`config.mk`:
```
export PLATFORM = sky130hd
export DESIGN_NAME = shunt_monitor_calibrate_convert_unit_flat
export DESIGN_NICKNAME = d
export VERILOG_FILES = /design/src/hw/rtl/smcc_pkg.sv /design/src/hw/rtl/smcc_req_if.sv /design/src/hw/rtl/smcc_rsp_if.sv /design/src/hw/rtl/shunt_monitor_calibrate_convert_unit.sv /design/src/flat_wrapper.sv
export SDC_FILE = /design/constraint.sdc
export NUM_CORES = 1
export LEC_CHECK = 0
export ABC_AREA = 0
export BUFFER_PORTS_ARGS = -buffer_cell sky130_fd_sc_hd__buf_2
export CORE_MARGIN = 3
export CORE_UTILIZATION = 35
export CTS_CLUSTER_DIAMETER = 30
export DETAILED_ROUTE_END_ITERATION = 10
export GPL_TIMING_DRIVEN = 0
export PLACE_DENSITY_LB_ADDON = 0.12
export SYNTH_ARGS = -nofsm -noshare
export SYNTH_HDL_FRONTEND = slang
export SYNTH_SLANG_ARGS = --single-unit
```
`constraint.sdc`:
```
create_clock -name i_clk -period 12.7 [get_ports i_clk]
set_input_delay 2.54 -clock i_clk [delete_from_list [all_inputs] [get_ports i_clk]]
set_output_delay 2.54 -clock i_clk [all_outputs]
set_load 0.03 [all_outputs]
```
`src/hw/rtl/smcc_pkg.sv`:
```
`timescale 1ns / 1ps
// ----------------------------------------------------------------------------
// smcc_pkg
// Types, codes and constants shared by the shunt monitor calibrate and
// convert unit and its channel interfaces.
// ----------------------------------------------------------------------------
package smcc_pkg;

    // Request codes.
    localparam logic [2:0] REQ_CAL   = 3'd0;
    localparam logic [2:0] REQ_SHUNT = 3'd1;
    localparam logic [2:0] REQ_BUS   = 3'd2;
    localparam logic [2:0] REQ_CUR   = 3'd3;
    localparam logic [2:0] REQ_PWR   = 3'd4;

    // Status codes.
    localparam logic [2:0] ST_OK          = 3'd0;
    localparam logic [2:0] ST_CUR_LOW     = 3'd1;
    localparam logic [2:0] ST_SHUNT_LOW   = 3'd2;
    localparam logic [2:0] ST_VSHUNT_HIGH = 3'd3;
    localparam logic [2:0] ST_CAL_OVF     = 3'd4;

    // Configuration register indexes.
    localparam logic [1:0] CFG_IMAX  = 2'd0;
    localparam logic [1:0] CFG_SHUNT = 2'd1;
    localparam logic [1:0] CFG_GAIN  = 2'd2;

    // Arithmetic constants.
    localparam logic [45:0] CAL_NUM        = 46'd40960000000000;
    localparam logic [19:0] NANO_PER_MILLI = 20'd1000000;
    localparam logic [23:0] SHUNT_MIN      = 24'd1000;

    typedef struct packed {
        logic [2:0]  req_type;
        logic [15:0] raw_word;
    } t_req;

    typedef struct packed {
        logic signed [31:0] scaled_value;
        logic [2:0]         status;
        logic [14:0]        calibration_word;
    } t_rsp;

    // Largest allowed imax * shunt product in nV for each shunt range.
    function automatic logic [28:0] fs_limit(input logic [1:0] gain);
        logic [28:0] v;
        unique case (gain)
            2'd0:    v = 29'd39980000;
            2'd1:    v = 29'd79980000;
            2'd2:    v = 29'd159980000;
            default: v = 29'd319980000;
        endcase
        return v;
    endfunction

endpackage

```
`src/hw/rtl/smcc_req_if.sv`:
```
`timescale 1ns / 1ps
// ----------------------------------------------------------------------------
// smcc_req_if
// Request channel: valid/ready handshake carrying one request per beat.
// ----------------------------------------------------------------------------
interface smcc_req_if;
    import smcc_pkg::*;

    logic valid;
    logic ready;
    t_req data;

    modport source (output valid, output data, input ready);
    modport sink (input valid, input data, output ready);
endinterface

```
`src/hw/rtl/smcc_rsp_if.sv`:
```
`timescale 1ns / 1ps
// ----------------------------------------------------------------------------
// smcc_rsp_if
// Response channel: valid/ready handshake carrying one result per beat.
// ----------------------------------------------------------------------------
interface smcc_rsp_if;
    import smcc_pkg::*;

    logic valid;
    logic ready;
    t_rsp data;

    modport source (output valid, output data, input ready);
    modport sink (input valid, input data, output ready);
endinterface

```
`src/hw/rtl/shunt_monitor_calibrate_convert_unit.sv`:
```
`timescale 1ns / 1ps
// ----------------------------------------------------------------------------
// shunt_monitor_calibrate_convert_unit
// Calibrates a shunt current monitor and converts raw register words into
// microvolts, millivolts, milliamperes or milliwatts.
// ----------------------------------------------------------------------------
// Usage:
//   Requests arrive on i_req, one beat each; each gives exactly one result
//   beat on o_rsp. Configuration (maximum current, shunt resistance, gain)
//   is to be written through i_cfg_* by the user only while the unit is idle;
//   the unit does not enforce this. It works on one request at a time with
//   a shared shift-add multiplier (one multiplier bit per cycle) and a
//   shared restoring divider (one quotient bit per cycle).
//   Work per request:
//     shunt, bus and unknown requests: result set on accept
//     current and power: one multiply, one divide
//     calibrate: four multiplies and two divides, plus one step per halving
//     of the word; fewer when a limit fails.
//   The next request can be taken in the cycle after the result is registered.
//   i_req.ready is high only while no request is in work. A finished result
//   sits in the output register; the next request is taken while it waits,
//   and the unit holds its own next result until the output is free.
//   Reset clears the calibration (step and word zero), sets the gain to the
//   widest range and leaves the output empty.
// ----------------------------------------------------------------------------
module shunt_monitor_calibrate_convert_unit (
    input  logic        i_clk,
    input  logic        i_rst_n,
    input  logic        i_cfg_wr_en,
    input  logic [1:0]  i_cfg_index,
    input  logic [23:0] i_cfg_data,
    smcc_req_if.sink    i_req,
    smcc_rsp_if.source  o_rsp
);
    import smcc_pkg::*;

    localparam logic [3:0] S_IDLE = 4'd0;
    localparam logic [3:0] S_MUL  = 4'd1;
    localparam logic [3:0] S_DIV  = 4'd2;
    localparam logic [3:0] S_CHK  = 4'd3;
    localparam logic [3:0] S_NOM  = 4'd4;
    localparam logic [3:0] S_CDIV = 4'd5;
    localparam logic [3:0] S_SHR  = 4'd6;
    localparam logic [3:0] S_WDIV = 4'd7;
    localparam logic [3:0] S_ACT  = 4'd8;
    localparam logic [3:0] S_CONV = 4'd9;
    localparam logic [3:0] S_SAT  = 4'd10;
    localparam logic [3:0] S_FIN  = 4'd11;

    localparam logic [5:0] MUL_LAST = 6'd24;
    localparam logic [5:0] DIV_LAST = 6'd60;

    // Configuration.
    logic [19:0] r_imax;
    logic [23:0] r_rsh;
    logic [1:0]  r_gain;

    // Calibration state.
    logic [35:0] r_step, n_step;
    logic [14:0] r_cal, n_cal;

    // Sequencer and shared datapath.
    logic [3:0]  r_state, n_state;
    logic [3:0]  r_ret, n_ret;
    logic [5:0]  r_cnt, n_cnt;
    logic [35:0] r_mc, n_mc;
    logic [24:0] r_mr, n_mr;
    logic [60:0] r_p, n_p;
    logic [48:0] r_rem, n_rem;
    logic [48:0] r_dvs, n_dvs;
    logic [14:0] r_word, n_word;
    logic        r_neg, n_neg;
    logic signed [31:0] r_res, n_res;
    logic [2:0]  r_stat, n_stat;

    // Output register.
    logic        r_ovalid;
    t_rsp        r_rsp;

    logic        w_accept;
    logic        w_out_free;
    logic [49:0] w_trial;
    logic [49:0] w_diff;
    logic        w_ge;
    logic [31:0] w_raw_sx;
    logic [15:0] w_mag;

    assign w_accept   = i_req.valid && i_req.ready;
    assign w_out_free = !r_ovalid || o_rsp.ready;

    assign i_req.ready = (r_state == S_IDLE);
    assign o_rsp.valid = r_ovalid;
    assign o_rsp.data  = r_rsp;

    // One restoring divide step.
    assign w_trial = {r_rem, r_p[60]};
    assign w_diff  = w_trial - {1'b0, r_dvs};
    assign w_ge    = (w_trial >= {1'b0, r_dvs});

    // Raw word sign-extended, and its magnitude.
    assign w_raw_sx = {{16{i_req.data.raw_word[15]}}, i_req.data.raw_word};
    assign w_mag    = i_req.data.raw_word[15] ? 16'(17'd0 - {1'b0, i_req.data.raw_word})
                                              : i_req.data.raw_word;

    // Configuration writes.
    always_ff @(posedge i_clk) begin
        if (!i_rst_n) begin
            r_imax <= '0;
            r_rsh  <= '0;
            r_gain <= 2'd3;
        end else if (i_cfg_wr_en) begin
            unique case (i_cfg_index)
                CFG_IMAX:  r_imax <= i_cfg_data[19:0];
                CFG_SHUNT: r_rsh  <= i_cfg_data;
                CFG_GAIN:  r_gain <= i_cfg_data[1:0];
                default:   ;
            endcase
        end
    end

    // Sequencer.
    always_comb begin
        n_state = r_state;
        n_ret   = r_ret;
        n_cnt   = r_cnt;
        n_mc    = r_mc;
        n_mr    = r_mr;
        n_p     = r_p;
        n_rem   = r_rem;
        n_dvs   = r_dvs;
        n_word  = r_word;
        n_neg   = r_neg;
        n_res   = r_res;
        n_stat  = r_stat;
        n_step  = r_step;
        n_cal   = r_cal;
        unique case (r_state)
            S_IDLE: begin
                if (w_accept) begin
                    n_res   = '0;
                    n_stat  = ST_OK;
                    n_state = S_FIN;
                    n_cnt   = '0;
                    n_p     = '0;
                    n_neg   = 1'b0;
                    unique case (i_req.data.req_type)
                        REQ_CAL: begin
                            if (r_imax == '0) begin
                                n_stat = ST_CUR_LOW;
                            end else if (r_rsh < SHUNT_MIN) begin
                                n_stat = ST_SHUNT_LOW;
                            end else begin
                                n_mc    = {12'd0, r_rsh};
                                n_mr    = {5'd0, r_imax};
                                n_ret   = S_CHK;
                                n_state = S_MUL;
                            end
                        end
                        REQ_SHUNT: begin
                            n_res = signed'((w_raw_sx <<< 3) + (w_raw_sx <<< 1));
                        end
                        REQ_BUS: begin
                            n_res = signed'({16'd0, i_req.data.raw_word[15:3], 3'b000} >> 1);
                        end
                        REQ_CUR: begin
                            n_neg   = i_req.data.raw_word[15];
                            n_mc    = r_step;
                            n_mr    = {9'd0, w_mag};
                            n_ret   = S_CONV;
                            n_state = S_MUL;
                        end
                        REQ_PWR: begin
                            // Twenty times the raw word needs 21 bits.
                            n_mc    = r_step;
                            n_mr    = {4'd0, 21'({i_req.data.raw_word, 4'b0000})
                                             + 21'({i_req.data.raw_word, 2'b00})};
                            n_ret   = S_CONV;
                            n_state = S_MUL;
                        end
                        default: ;
                    endcase
                end
            end
            // Shift-add multiply, multiplier MSB first.
            S_MUL: begin
                n_p  = (r_p << 1) + (r_mr[24] ? {25'd0, r_mc} : 61'd0);
                n_mr = r_mr << 1;
                n_cnt = r_cnt + 6'd1;
                if (r_cnt == MUL_LAST) begin
                    n_state = r_ret;
                end
            end
            // Restoring divide, quotient shifts into the dividend register.
            S_DIV: begin
                n_rem = w_ge ? w_diff[48:0] : w_trial[48:0];
                n_p   = {r_p[59:0], w_ge};
                n_cnt = r_cnt + 6'd1;
                if (r_cnt == DIV_LAST) begin
                    n_state = r_ret;
                end
            end
            // Shunt voltage limit check, then nominal step product.
            S_CHK: begin
                if (r_p > {32'd0, fs_limit(r_gain)}) begin
                    n_stat  = ST_VSHUNT_HIGH;
                    n_state = S_FIN;
                end else begin
                    n_mc    = {16'd0, NANO_PER_MILLI};
                    n_mr    = {5'd0, r_imax};
                    n_p     = '0;
                    n_cnt   = '0;
                    n_ret   = S_NOM;
                    n_state = S_MUL;
                end
            end
            // Nominal step is the product over 32768.
            S_NOM: begin
                if (r_p[39:15] == '0) begin
                    n_stat  = ST_CAL_OVF;
                    n_state = S_FIN;
                end else begin
                    n_mc    = {11'd0, r_p[39:15]};
                    n_mr    = {1'b0, r_rsh};
                    n_p     = '0;
                    n_cnt   = '0;
                    n_ret   = S_CDIV;
                    n_state = S_MUL;
                end
            end
            // Word = numerator / (nominal * shunt).
            S_CDIV: begin
                n_dvs   = r_p[48:0];
                n_p     = {15'd0, CAL_NUM};
                n_rem   = '0;
                n_cnt   = '0;
                n_ret   = S_SHR;
                n_state = S_DIV;
            end
            // Halve the word until it fits in 15 bits.
            S_SHR: begin
                if (r_p[60:15] != '0) begin
                    n_p = r_p >> 1;
                end else if (r_p[14:0] == '0) begin
                    n_stat  = ST_CAL_OVF;
                    n_state = S_FIN;
                end else begin
                    n_word  = r_p[14:0];
                    n_mc    = {12'd0, r_rsh};
                    n_mr    = {10'd0, r_p[14:0]};
                    n_p     = '0;
                    n_cnt   = '0;
                    n_ret   = S_WDIV;
                    n_state = S_MUL;
                end
            end
            // Actual step = numerator / (word * shunt).
            S_WDIV: begin
                n_dvs   = r_p[48:0];
                n_p     = {15'd0, CAL_NUM};
                n_rem   = '0;
                n_cnt   = '0;
                n_ret   = S_ACT;
                n_state = S_DIV;
            end
            S_ACT: begin
                if (r_p == '0) begin
                    n_stat = ST_CAL_OVF;
                end else begin
                    n_cal  = r_word;
                    n_step = r_p[35:0];
                end
                n_state = S_FIN;
            end
            // Conversion product over one million.
            S_CONV: begin
                n_dvs   = {29'd0, NANO_PER_MILLI};
                n_rem   = '0;
                n_cnt   = '0;
                n_ret   = S_SAT;
                n_state = S_DIV;
            end
            // Apply the sign and saturate to 32 bits.
            S_SAT: begin
                if (r_neg) begin
                    if (r_p > 61'd2147483648) begin
                        n_res = 32'sh8000_0000;
                    end else begin
                        n_res = signed'(32'd0 - r_p[31:0]);
                    end
                end else begin
                    if (r_p > 61'd2147483647) begin
                        n_res = 32'sh7FFF_FFFF;
                    end else begin
                        n_res = signed'(r_p[31:0]);
                    end
                end
                n_state = S_FIN;
            end
            S_FIN: begin
                if (w_out_free) begin
                    n_state = S_IDLE;
                end
            end
            default: n_state = S_IDLE;
        endcase
    end

    // Control and state registers.
    always_ff @(posedge i_clk) begin
        if (!i_rst_n) begin
            r_state  <= S_IDLE;
            r_step   <= '0;
            r_cal    <= '0;
            r_ovalid <= 1'b0;
        end else begin
            r_state <= n_state;
            r_step  <= n_step;
            r_cal   <= n_cal;
            if (r_state == S_FIN && w_out_free) begin
                r_ovalid <= 1'b1;
            end else if (o_rsp.ready) begin
                r_ovalid <= 1'b0;
            end
        end
    end

    // Datapath registers.
    always_ff @(posedge i_clk) begin
        r_ret  <= n_ret;
        r_cnt  <= n_cnt;
        r_mc   <= n_mc;
        r_mr   <= n_mr;
        r_p    <= n_p;
        r_rem  <= n_rem;
        r_dvs  <= n_dvs;
        r_word <= n_word;
        r_neg  <= n_neg;
        r_res  <= n_res;
        r_stat <= n_stat;
        if (r_state == S_FIN && w_out_free) begin
            r_rsp.scaled_value     <= r_res;
            r_rsp.status           <= r_stat;
            r_rsp.calibration_word <= r_cal;
        end
    end

`ifndef SYNTH
    // The calibration only changes when a calibrate request completes.
    a_cal_from_act: assert property (@(posedge i_clk) disable iff (!i_rst_n)
        r_state != S_ACT |=> $stable(r_cal) && $stable(r_step))
        else $error("calibration state changed outside completion");

    // A new result beat only appears after the finish state.
    a_out_from_fin: assert property (@(posedge i_clk) disable iff (!i_rst_n)
        r_state != S_FIN |=> !$rose(r_ovalid))
        else $error("result beat raised outside finish");

    // The divider never runs with a zero divisor.
    a_div_nonzero: assert property (@(posedge i_clk) disable iff (!i_rst_n)
        r_state == S_DIV |-> r_dvs != '0)
        else $error("divide by zero in serial divider");

    // A held step always comes with a nonzero calibration word.
    a_cal_nonzero: assert property (@(posedge i_clk) disable iff (!i_rst_n)
        r_cal == '0 |-> r_step == '0)
        else $error("zero calibration word stored");
`endif

endmodule
```
`src/flat_wrapper.sv`:
```
// flat-port wrapper written by rule: the top's interface ports become plain ports
module shunt_monitor_calibrate_convert_unit_flat import smcc_pkg::*;
  (i_clk, i_rst_n, i_cfg_wr_en, i_cfg_index, i_cfg_data, i_req_valid, i_req_data, i_req_ready, o_rsp_valid, o_rsp_data, o_rsp_ready);
  smcc_req_if i_req_i ();
  smcc_rsp_if o_rsp_i ();
  input  logic i_clk;
  input  logic i_rst_n;
  input  logic i_cfg_wr_en;
  input  logic [1:0] i_cfg_index;
  input  logic [23:0] i_cfg_data;
  input wire logic [$bits(i_req_i.valid)-1:0] i_req_valid;
  input wire logic [$bits(i_req_i.data)-1:0] i_req_data;
  output wire logic [$bits(i_req_i.ready)-1:0] i_req_ready;
  output wire logic [$bits(o_rsp_i.valid)-1:0] o_rsp_valid;
  output wire logic [$bits(o_rsp_i.data)-1:0] o_rsp_data;
  input wire logic [$bits(o_rsp_i.ready)-1:0] o_rsp_ready;
  assign i_req_i.valid = i_req_valid;
  assign i_req_i.data = i_req_data;
  assign i_req_ready = i_req_i.ready;
  assign o_rsp_valid = o_rsp_i.valid;
  assign o_rsp_data = o_rsp_i.data;
  assign o_rsp_i.ready = o_rsp_ready;
  shunt_monitor_calibrate_convert_unit u_core (.i_clk(i_clk), .i_rst_n(i_rst_n), .i_cfg_wr_en(i_cfg_wr_en), .i_cfg_index(i_cfg_index), .i_cfg_data(i_cfg_data), .i_req(i_req_i), .o_rsp(o_rsp_i));
endmodule
```
Word-level counts from Yosys, hierarchy flattened
Index checks and enable logic that the tools add are counted.
- logic and storage cells: 192
- output and inout bits: 52
- register bits: 433
- bits of input ports: 50
- eq/ne operators: 38
- muxes and demuxes: 76
- reductions and logical operators: 42
- $add $sub $neg: 7
- bitwise gates (word level): 3
- order comparisons: 5
- operator list (kind ; number):
    one-hot mux 61 bit (7 select lines) ; 1
    two-way mux 61 bit ; 5
    two-way mux 36 bit ; 8
    one-hot mux 49 bit (2 select lines) ; 2
    two-way mux 25 bit ; 7
    one-hot mux 36 bit (4 select lines) ; 1
    two-way mux 32 bit ; 4
    one-hot mux 32 bit (2 select lines) ; 2
    one-hot mux 25 bit (5 select lines) ; 1
    one-hot mux 29 bit (3 select lines) ; 1
    one-hot mux 25 bit (3 select lines) ; 1
    one-hot mux 36 bit (2 select lines) ; 1
    two-way mux 4 bit ; 17
    adder 61 bit ; 1
    > comparator 61 x 29 -> 1 bit ; 1
    > comparator 61 x 31 -> 1 bit, second input constant ; 1
    > comparator 61 x 32 -> 1 bit, second input constant ; 1
    zero test 61 bit ; 1
    greater-or-equal comparator 50 x 49 -> 1 bit ; 1
    two-way mux 49 bit ; 1
    subtractor 49 bit ; 1
    nonzero test 46 bit ; 1
    one-hot mux 4 bit (9 select lines) ; 1
    one-hot mux 6 bit (6 select lines) ; 1
    other kinds (54) ; 109

Depth between registers and ports, before layout
Gate-level depths: netlist of the first run.
- word-level depth: 6
- mapped depth: 15
- gate-level depth less buffers: 14

Worst setup path before layout of the first run
Ideal clock, no wire load.
- path kind: input-to-reg
- from: input i_req_data[17]
- to: register u_core.r_mc[0] (enable)
- setup slack: 2597 ps
- data required time: 12076 ps
- buffers on the path: 1
- arrival: 9479 ps
- cell stages on the path: 9
- path through: clkbuf_1 -> nand2_1 -> or2_2 -> nand2_1 -> a21oi_1 -> nor2_1 -> nor2_1 -> or3_1 -> a2111oi_0
- word-level cells in the longest chain between the ends: 4
- elaborated cells between the ends (all ways): 8
- those cells by class: eq/ne: 5; reduce/logical: 3
- RTL lines (item ; line ; RTL):
    start, declared ; flat_wrapper.sv:12 ; input wire logic [$bits(i_req_i.data)-1:0] i_req_data;
    equality test 3 bit or equality test 3 x 2 -> 1 bit (tied branches) ; shunt_monitor_calibrate_convert_unit.sv:146 ; unique case (i_req.data.req_type)
    OR reduction 2 bit (no source line) ; -- ;
    != test 3 bit (no source line) ; -- ;
    AND reduction 9 bit (no source line) * ; -- ;
    end signal, assigned ; shunt_monitor_calibrate_convert_unit.sv:331 ; r_mc <= n_mc;
    end, declared ; shunt_monitor_calibrate_convert_unit.sv:66 ; logic [35:0] r_mc, n_mc;
Every way passes the cells marked *; elsewhere a longest branch is shown, timed or not.
A chain may end at the register's enable or synchronous reset.

Worst setup path after layout of the first run
- from: input i_req_data[17]
- to: register u_core.r_mc[5] (enable)
The elaborated chain is that of the path after synthesis.

==> reports/summary.txt, run 1 <==
Status - finished with violations
Failing checks - capacitance limit, slew limit
Area contributors post-synth - edfxtp_1 (37%), dfxtp_1 (7.6%), ha_1 (6.1%), nand2_1 (5.2%), o21ai_0 (3.4%)
Post-synthesis cell type count - 80
RSZ-0062 raised after global routing - false
Global-route usage over all layers - 25.01%
Yosys top cell area share - 37.15%
HP Class - reg -> reg
Period minus WS final - 5641 ps
Pre-CTS WS - 6445 ps
#FFs+latches synth - 433
Yosys top cell by area - edfxtp_1
Nets - 3,278
Fmax achieved - 177.3 MHz
Layout cells sized above 1 - 11.56%
DRT Wirelength - 101.3 mm
Pwr dens - 292.1 nW/um^2
Most used DFF post-synth - edfxtp_1
Final Hold Viols - 0
Max cap viols - 1
FF-to-FF End - u_core.r_p[52]
Yosys warns - 0
Crit path capture - u_core.r_mc[5]
Syn Nets - 3,047
Leak pwr - 12.63 nW
Crit path from - i_req_data[17]
Initial antenna violation count - 4
Sequential-to-total area share from yosys stat - 44.78%
Vias in the first global route - 23,660
Grt ovf - 0
Critical path class - in -> reg
Reg-to-Reg Start - u_core.r_mr[24]
Clk slew on worst S/H paths - 50 ps
Die Height - 282.5 um
Util after Layout - 43.78%
DR pass1 iterations - 6
Worst reg2reg path depth - 14
FFs w/ async S/R, synth - 0%
CTS tree - done
Hold_buf cts - 0
Htree depth - 3
Resized cells post-CTS - 0
Iter 0 DRT Violations - 2,669
Setup TNS - 0 ps
Crit path max-delay family - simple AND/OR/NAND/NOR gates
Vias per cell - 5.799
Wire per inst - 24.31 um
Syn Inst Count - 2,863
Slew Viols, Final - 12
Site row count - 100
Worst-path cell chain - clkbuf_1, nand2_1, or2_2, nand2_1, a21oi_1, nor2_1, nor2_1, or3_1, a2111oi_2, buf_4, buf_2, buf_4, buf_6
Worst setup EP type - register
Most common cell after layout, fill and taps aside - nand2_1
Arr. time, crit path - 5980 ps
Syn Area/Cell - 9.345 um^2
Cell Area, Synth - 26,750 um^2
Critical Path RT - 13,040 ps
Final Setup Violations - 0
Relative slew slack - -0.1801%
Root buffer cell - clkbuf_16
Core area - 75,070 um^2
Syn-to-layout area delta - 22.85%
Filler Cells Inserted - 7,338
Cell count along the critical path - 13
CP bufs+invs - 5
Worst Skew - 86.20 ps
Max Root-Sink Buffers - 3
Fin worst setup slack - 7059 ps
Register-to-Register Setup Slack - 7280 ps
Global-route wire length before repair - 150.0 mm
IO Port Bufs - 98
Die area - 79,800 um^2
CTS Sinks - 433
Clk Latency, worst-skew pair - 710 ps
Area of the multi-input gates - 13,570 um^2
Gp weighted congestion - 0.9656
Fin crit share - 44.42%
Worst-path fanout max - 8
I/O Pins - 102
CTS buffer count - 111
Vias - 24,160
Most frequent cells in the layout - nand2_1 (371), edfxtp_1 (331), nor2_1 (188)
# DRC - 0
CP max stage delay - 670 ps
Largest net degree at the start of global routing - 38
Starting Density - 35.64%
Critical path launch point type - input port
Setup bufs post-CTS - 0
Sequential Area - 11,980 um^2
DIE WIDTH - 282.5 um
Number of enable flip-flop cells after synthesis - 331
Worst-Margin Slew - 1503 ps
Final ANT Viol Nets - 0
CP max-delay cell - a2111oi_2
Post-DP HPWL - 74.95 mm
IR drop worst, VDD - 0.1506 mV
Power Total - 0.009602 W
## per-stage QoR
| stage | cell area, um^2 | cells | hold slack, ps |
|---|---|---|---|
| finish | 32870 | 4166 | 395.7 |
| global route | 32850 | 4161 | 411.7 |
| global placement | 28460 | 3930 | 402.4 |
| CTS | 32850 | 4160 | 396.9 |
| detailed placement | 28720 | 3949 | 404.5 |
| floorplan | 26750 | 2863 | 400.3 |
## flip-flops by register name (all words and copies together), names as in the netlist
signal and flops:
u_core.r_neg 1, u_core.r_rsh 24, u_core.r_gain 2, u_core.r_mr 25
u_core.r_step 36, u_core.r_stat 3, u_core.r_mc 36, u_core.r_res 32
u_core.r_p 61, u_core.o_rsp.valid 1, u_core.r_rem 49, u_core.r_imax 20
u_core.r_ret 4, u_core.r_word 15, u_core.r_cal 15, u_core.r_state 4
u_core.r_dvs 49, u_core.o_rsp.data 50, u_core.r_cnt 6
## power breakdown
| group | internal [W] | leakage, nW | switching, W |
|---|---|---|---|
| combinational | 0.00134 | 6.63 | 0.00269 |
| sequential | 0.00224 | 4.01 | 0.000308 |
| clock | 0.00211 | 1.98 | 0.000921 |
## kinds of logic after synthesis
group,count (synthesis),synth area share (%)
flops,433,44.78
compound gates,876,22.09
simple gates,951,16.91
xor+xnor,114,3.732
fa+ha+maj,134,6.351
mux,39,1.459
buf+inv,316,4.677
## metal layers
| metal | share of wire, % | track usage [%] | vias to the layer above |
|---|---|---|---|
| li1 | - | - | 11120 |
| met1 | 45 | 35.21 | 11870 |
| met2 | 44 | 38.30 | 970 |
| met3 | 8.6 | 5.390 | 201 |
| met4 | 2.8 | 7.981 | 4 |
| met5 | 0.021 | 0 | - |
## layout make-up
class / instances / share of cell area, %
tap: 969 / 3.689
timing repair buffer: 118 / 2.159
clock inverter: 67 / 3.148
sequential: 433 / 36.46
clock buffer: 144 / 9.418
buffer: 193 / 2.410
multi-input combinational: 2114 / 41.28
antenna: 5 / 0.03807
inverter: 123 / 1.405
## how the worst min path moves through the flow
stage	start	endpoint	slack, ps	cells after the start
2_1_floorplan	u_core.r_stat[0]	u_core.o_rsp.data[15]	400	0
3_3_place_gp	u_core.r_res[14]	u_core.o_rsp.data[32]	400	0
3_5_place_dp	u_core.r_res[4]	u_core.o_rsp.data[22]	400	0
4_1_cts	u_core.r_cal[13]	u_core.o_rsp.data[13]	400	0
5_1_grt	u_core.r_cal[13]	u_core.o_rsp.data[13]	410	0
6_report	u_core.r_cal[13]	u_core.o_rsp.data[13]	400	0
## cells in the mapped netlist (8+ instances only)
library cell	n
a222oi_1	19
ha_1	131
buf_2	9
a21boi_1	50
o22ai_1	11
a21oi_1	160
inv_1	121
o21bai_1	22
mux2i_1	39
o21ai_0	181
xor2_1	49
a22oi_1	64
o31ai_1	30
nor3_1	47
nand3_1	52
nor2b_1	58
buf_1	15
a32oi_1	8
o211ai_1	15
nand2_1	372
and2_1	62
o21a_1	25
xnor2_1	65
a21o_1	60
a31oi_1	37
a221oi_1	21
a221o_1	8
nand2b_1	14
or2_2	15
o41ai_1	13
nand4_1	45
o221ai_1	10
clkbuf_1	161
and3_1	12
a21boi_0	54
or3_1	14
a211oi_1	30
o311ai_0	13
nor2_1	189
dfxtp_1	102
nor4_1	29
edfxtp_1	331
## worst reg2reg max path: cells and delay by family, from the launching register on
family / cells / cell delay (ps)
compound gates: 7 / 2860
simple gates: 4 / 950
flops: 1 / 610
buf+inv: 2 / 440
fa+ha+maj: 1 / 220
(Power assumes the default switching activity.)
==> inputs of run 2 (changes only) <==
clock period = 5.45 ns   (was 12.7 ns; I/O delays follow)
==> run 2 against run 1 <==
Highest routed layer unchanged; clock power rose by 130%; register-to-register slack worse by 7100 ps; cell count is 0.22% lower; first-iteration DRC count decreased by 3.8%; non-clock buffer count down 4; design area down 0.34%; the flow now finishes without violations; setup slack lost 6900 ps; critical path type is now reg -> reg; hold slack improved by 19 ps; utilization decreased by 0.15 points.
==> reports/summary.txt, run 2 (synthesis gave the netlist of run 1 again) <==
CP max-delay cell - nor3_1
Critical Path RT - 5810 ps
Resized cells post-CTS - 0
CP bufs+invs - 2
Seq pwr share - 26.6%
Fin crit share - 97.11%
Site row count - 100
Clk Latency, worst-skew pair - 680 ps
Layout Cells excl Fill - 4,157
DRT Wirelength - 101.7 mm
Worst-path fanout max - 10
Syn-to-layout area delta - 22.42%
Starting Density - 35.64%
Root buffer cell - clkbuf_16
Vias in the first global route - 23,260
Fmax achieved - 189.0 MHz
# placed instances - 3,945
Final ANT Viol Nets - 0
Worst-Margin Slew - 1443 ps
Met3 WL - 8.829 mm
Final Hold Viols - 0
Pwr dens - 680.4 nW/um^2
Worst-path cell chain - clkbuf_1, nand2_1, inv_1, ha_1, a21o_1, and4_1, o311ai_0, a22oi_1, a31oi_1, o31ai_1, o31ai_4, nor3_1, a31o_2, a31oi_1
Worst Skew - 43.57 ps
Gp weighted congestion - 0.9626
Most common cell on crit path - a31oi_1
Worst setup EP type - register
DIE WIDTH - 282.5 um
Most common cell after layout, fill and taps aside - nand2_1
IR drop worst, VDD - 0.3687 mV
I/O Pins - 102
Relative slew slack - 3.774%
Post-DP HPWL - 74.73 mm
Slew Viols, Final - 0
CTS Sinks - 433
Global-route wire length before repair - 149.4 mm
Most frequent cells in the layout - nand2_1 (371), edfxtp_1 (331), nor2_1 (188)
CP max stage delay - 750 ps
Iter 0 DRT Violations - 2,567
Reg with most FFs - u_core.r_p
Grt ovf - 0
CTS buffer count - 111
Final Setup Violations - 0
Max layer used - met5
HP Class - reg -> reg
# DRC - 0
Die area - 79,800 um^2
Max Root-Sink Buffers - 3
Core area - 75,070 um^2
Wire per inst - 24.46 um
Setup bufs post-CTS - 0
Sw power - 0.009126 W
Sw Ratio - 40.95%
Largest net degree at the start of global routing - 38
Initial antenna violation count - 5
Vias per cell - 5.841
RSZ-0062 raised after global routing - false
Htree depth - 3
Die Height - 282.5 um
Critical path class - reg -> reg
Cell internal pwr - 0.01316 W
Vias - 24,280
Leak pwr - 12.55 nW
Critical path launch point type - register
Crit path max-delay family - compound AO/OA/AOI/OAI gates
Hold slack - 414.3 ps
Routed wl met2 - 44.29 mm
Period minus WS final - 5292 ps
Setup TNS - 0 ps
Status - completed
Clk slew on worst S/H paths - 50 ps
Clock power share - 31.1%
Max cap viols - 0
Arr. time, crit path - 5650 ps
CTS tree - done
M1 WL - 45.56 mm
Layout cells sized above 1 - 11.40%
IO Port Bufs - 98
DR pass1 iterations - 7
Hold_buf cts - 0
Max reg flops - 61
Nets - 3,274
Comb pwr share - 42.3%
Global-route usage over all layers - 24.94%
==> run 2: cell count changes in the layout (fill, tap and decap cells not counted), sizes merged <==
cell      before  now
diode          5    3
buf          148  145
inv          122  126
clkinvlp       7   13
bufinv        19   21
clkinv        42   38
clkbuf       307  295
==> run 2: worst paths after layout <==
| check | start | endpoint | slack [ps] | cells after the start |
|---|---|---|---|---|
| setup reg to reg | u_core.r_mr[24] | u_core.r_p[60] | 160 | 14 |
| hold / removal | u_core.r_cal[0] | u_core.o_rsp.data[0] | 410 | 0 |
| setup / recovery | u_core.r_mr[24] | u_core.r_p[60] | 160 | 14 |
| hold reg to reg | u_core.r_cal[0] | u_core.o_rsp.data[0] | 410 | 0 |
==> run 2: area by class of cell <==
class,count,area (um^2)
inverters,123,461.7
multi-input cells,2114,13600
fillers,7281,42320
clock buffers,133,2943
repair buffers,114,719.4
diodes,3,7.507
plain buffers,193,790.8
clock inverters,75,1035
well taps,969,1212
flip-flops and latches,433,11980
==> run 2: stage by stage <==
step                      power [W]  worst slack (ps)  instance area [um^2]  util (%)
after floorplan             0.01191             80.67                 26770         -
after global placement      0.01497             -2218                 28470     37.92
after detailed placement    0.01519             333.7                 28730     38.27
after CTS                   0.02221             260.5                 32700     43.56
after global routing        0.02347             11.63                 32750     43.62
final                       0.02229             157.6                 32750     43.63
==> run 2: power by group through the flow <==
| stage | clock network (W) | logic [W] | registers, W |
|---|---|---|---|
| 3_5_place_dp | 0 | 0.00922 | 0.00597 |
| 5_1_grt | 0.00720 | 0.0102 | 0.00602 |
| 3_3_place_gp | 0 | 0.00892 | 0.00605 |
| 4_1_cts | 0.00701 | 0.00928 | 0.00592 |
| 6_report | 0.00692 | 0.00943 | 0.00593 |
| 2_1_floorplan | 0 | 0.00621 | 0.00570 |
==> run 2: metal layers <==
| layer | track usage (%) | vias up |
|---|---|---|
| li1 | - | 11110 |
| met2 | 37.99 | 1117 |
| met3 | 4.638 | 196 |
| met1 | 35.83 | 11860 |
| met5 | 0 | - |
| met4 | 7.729 | 2 |
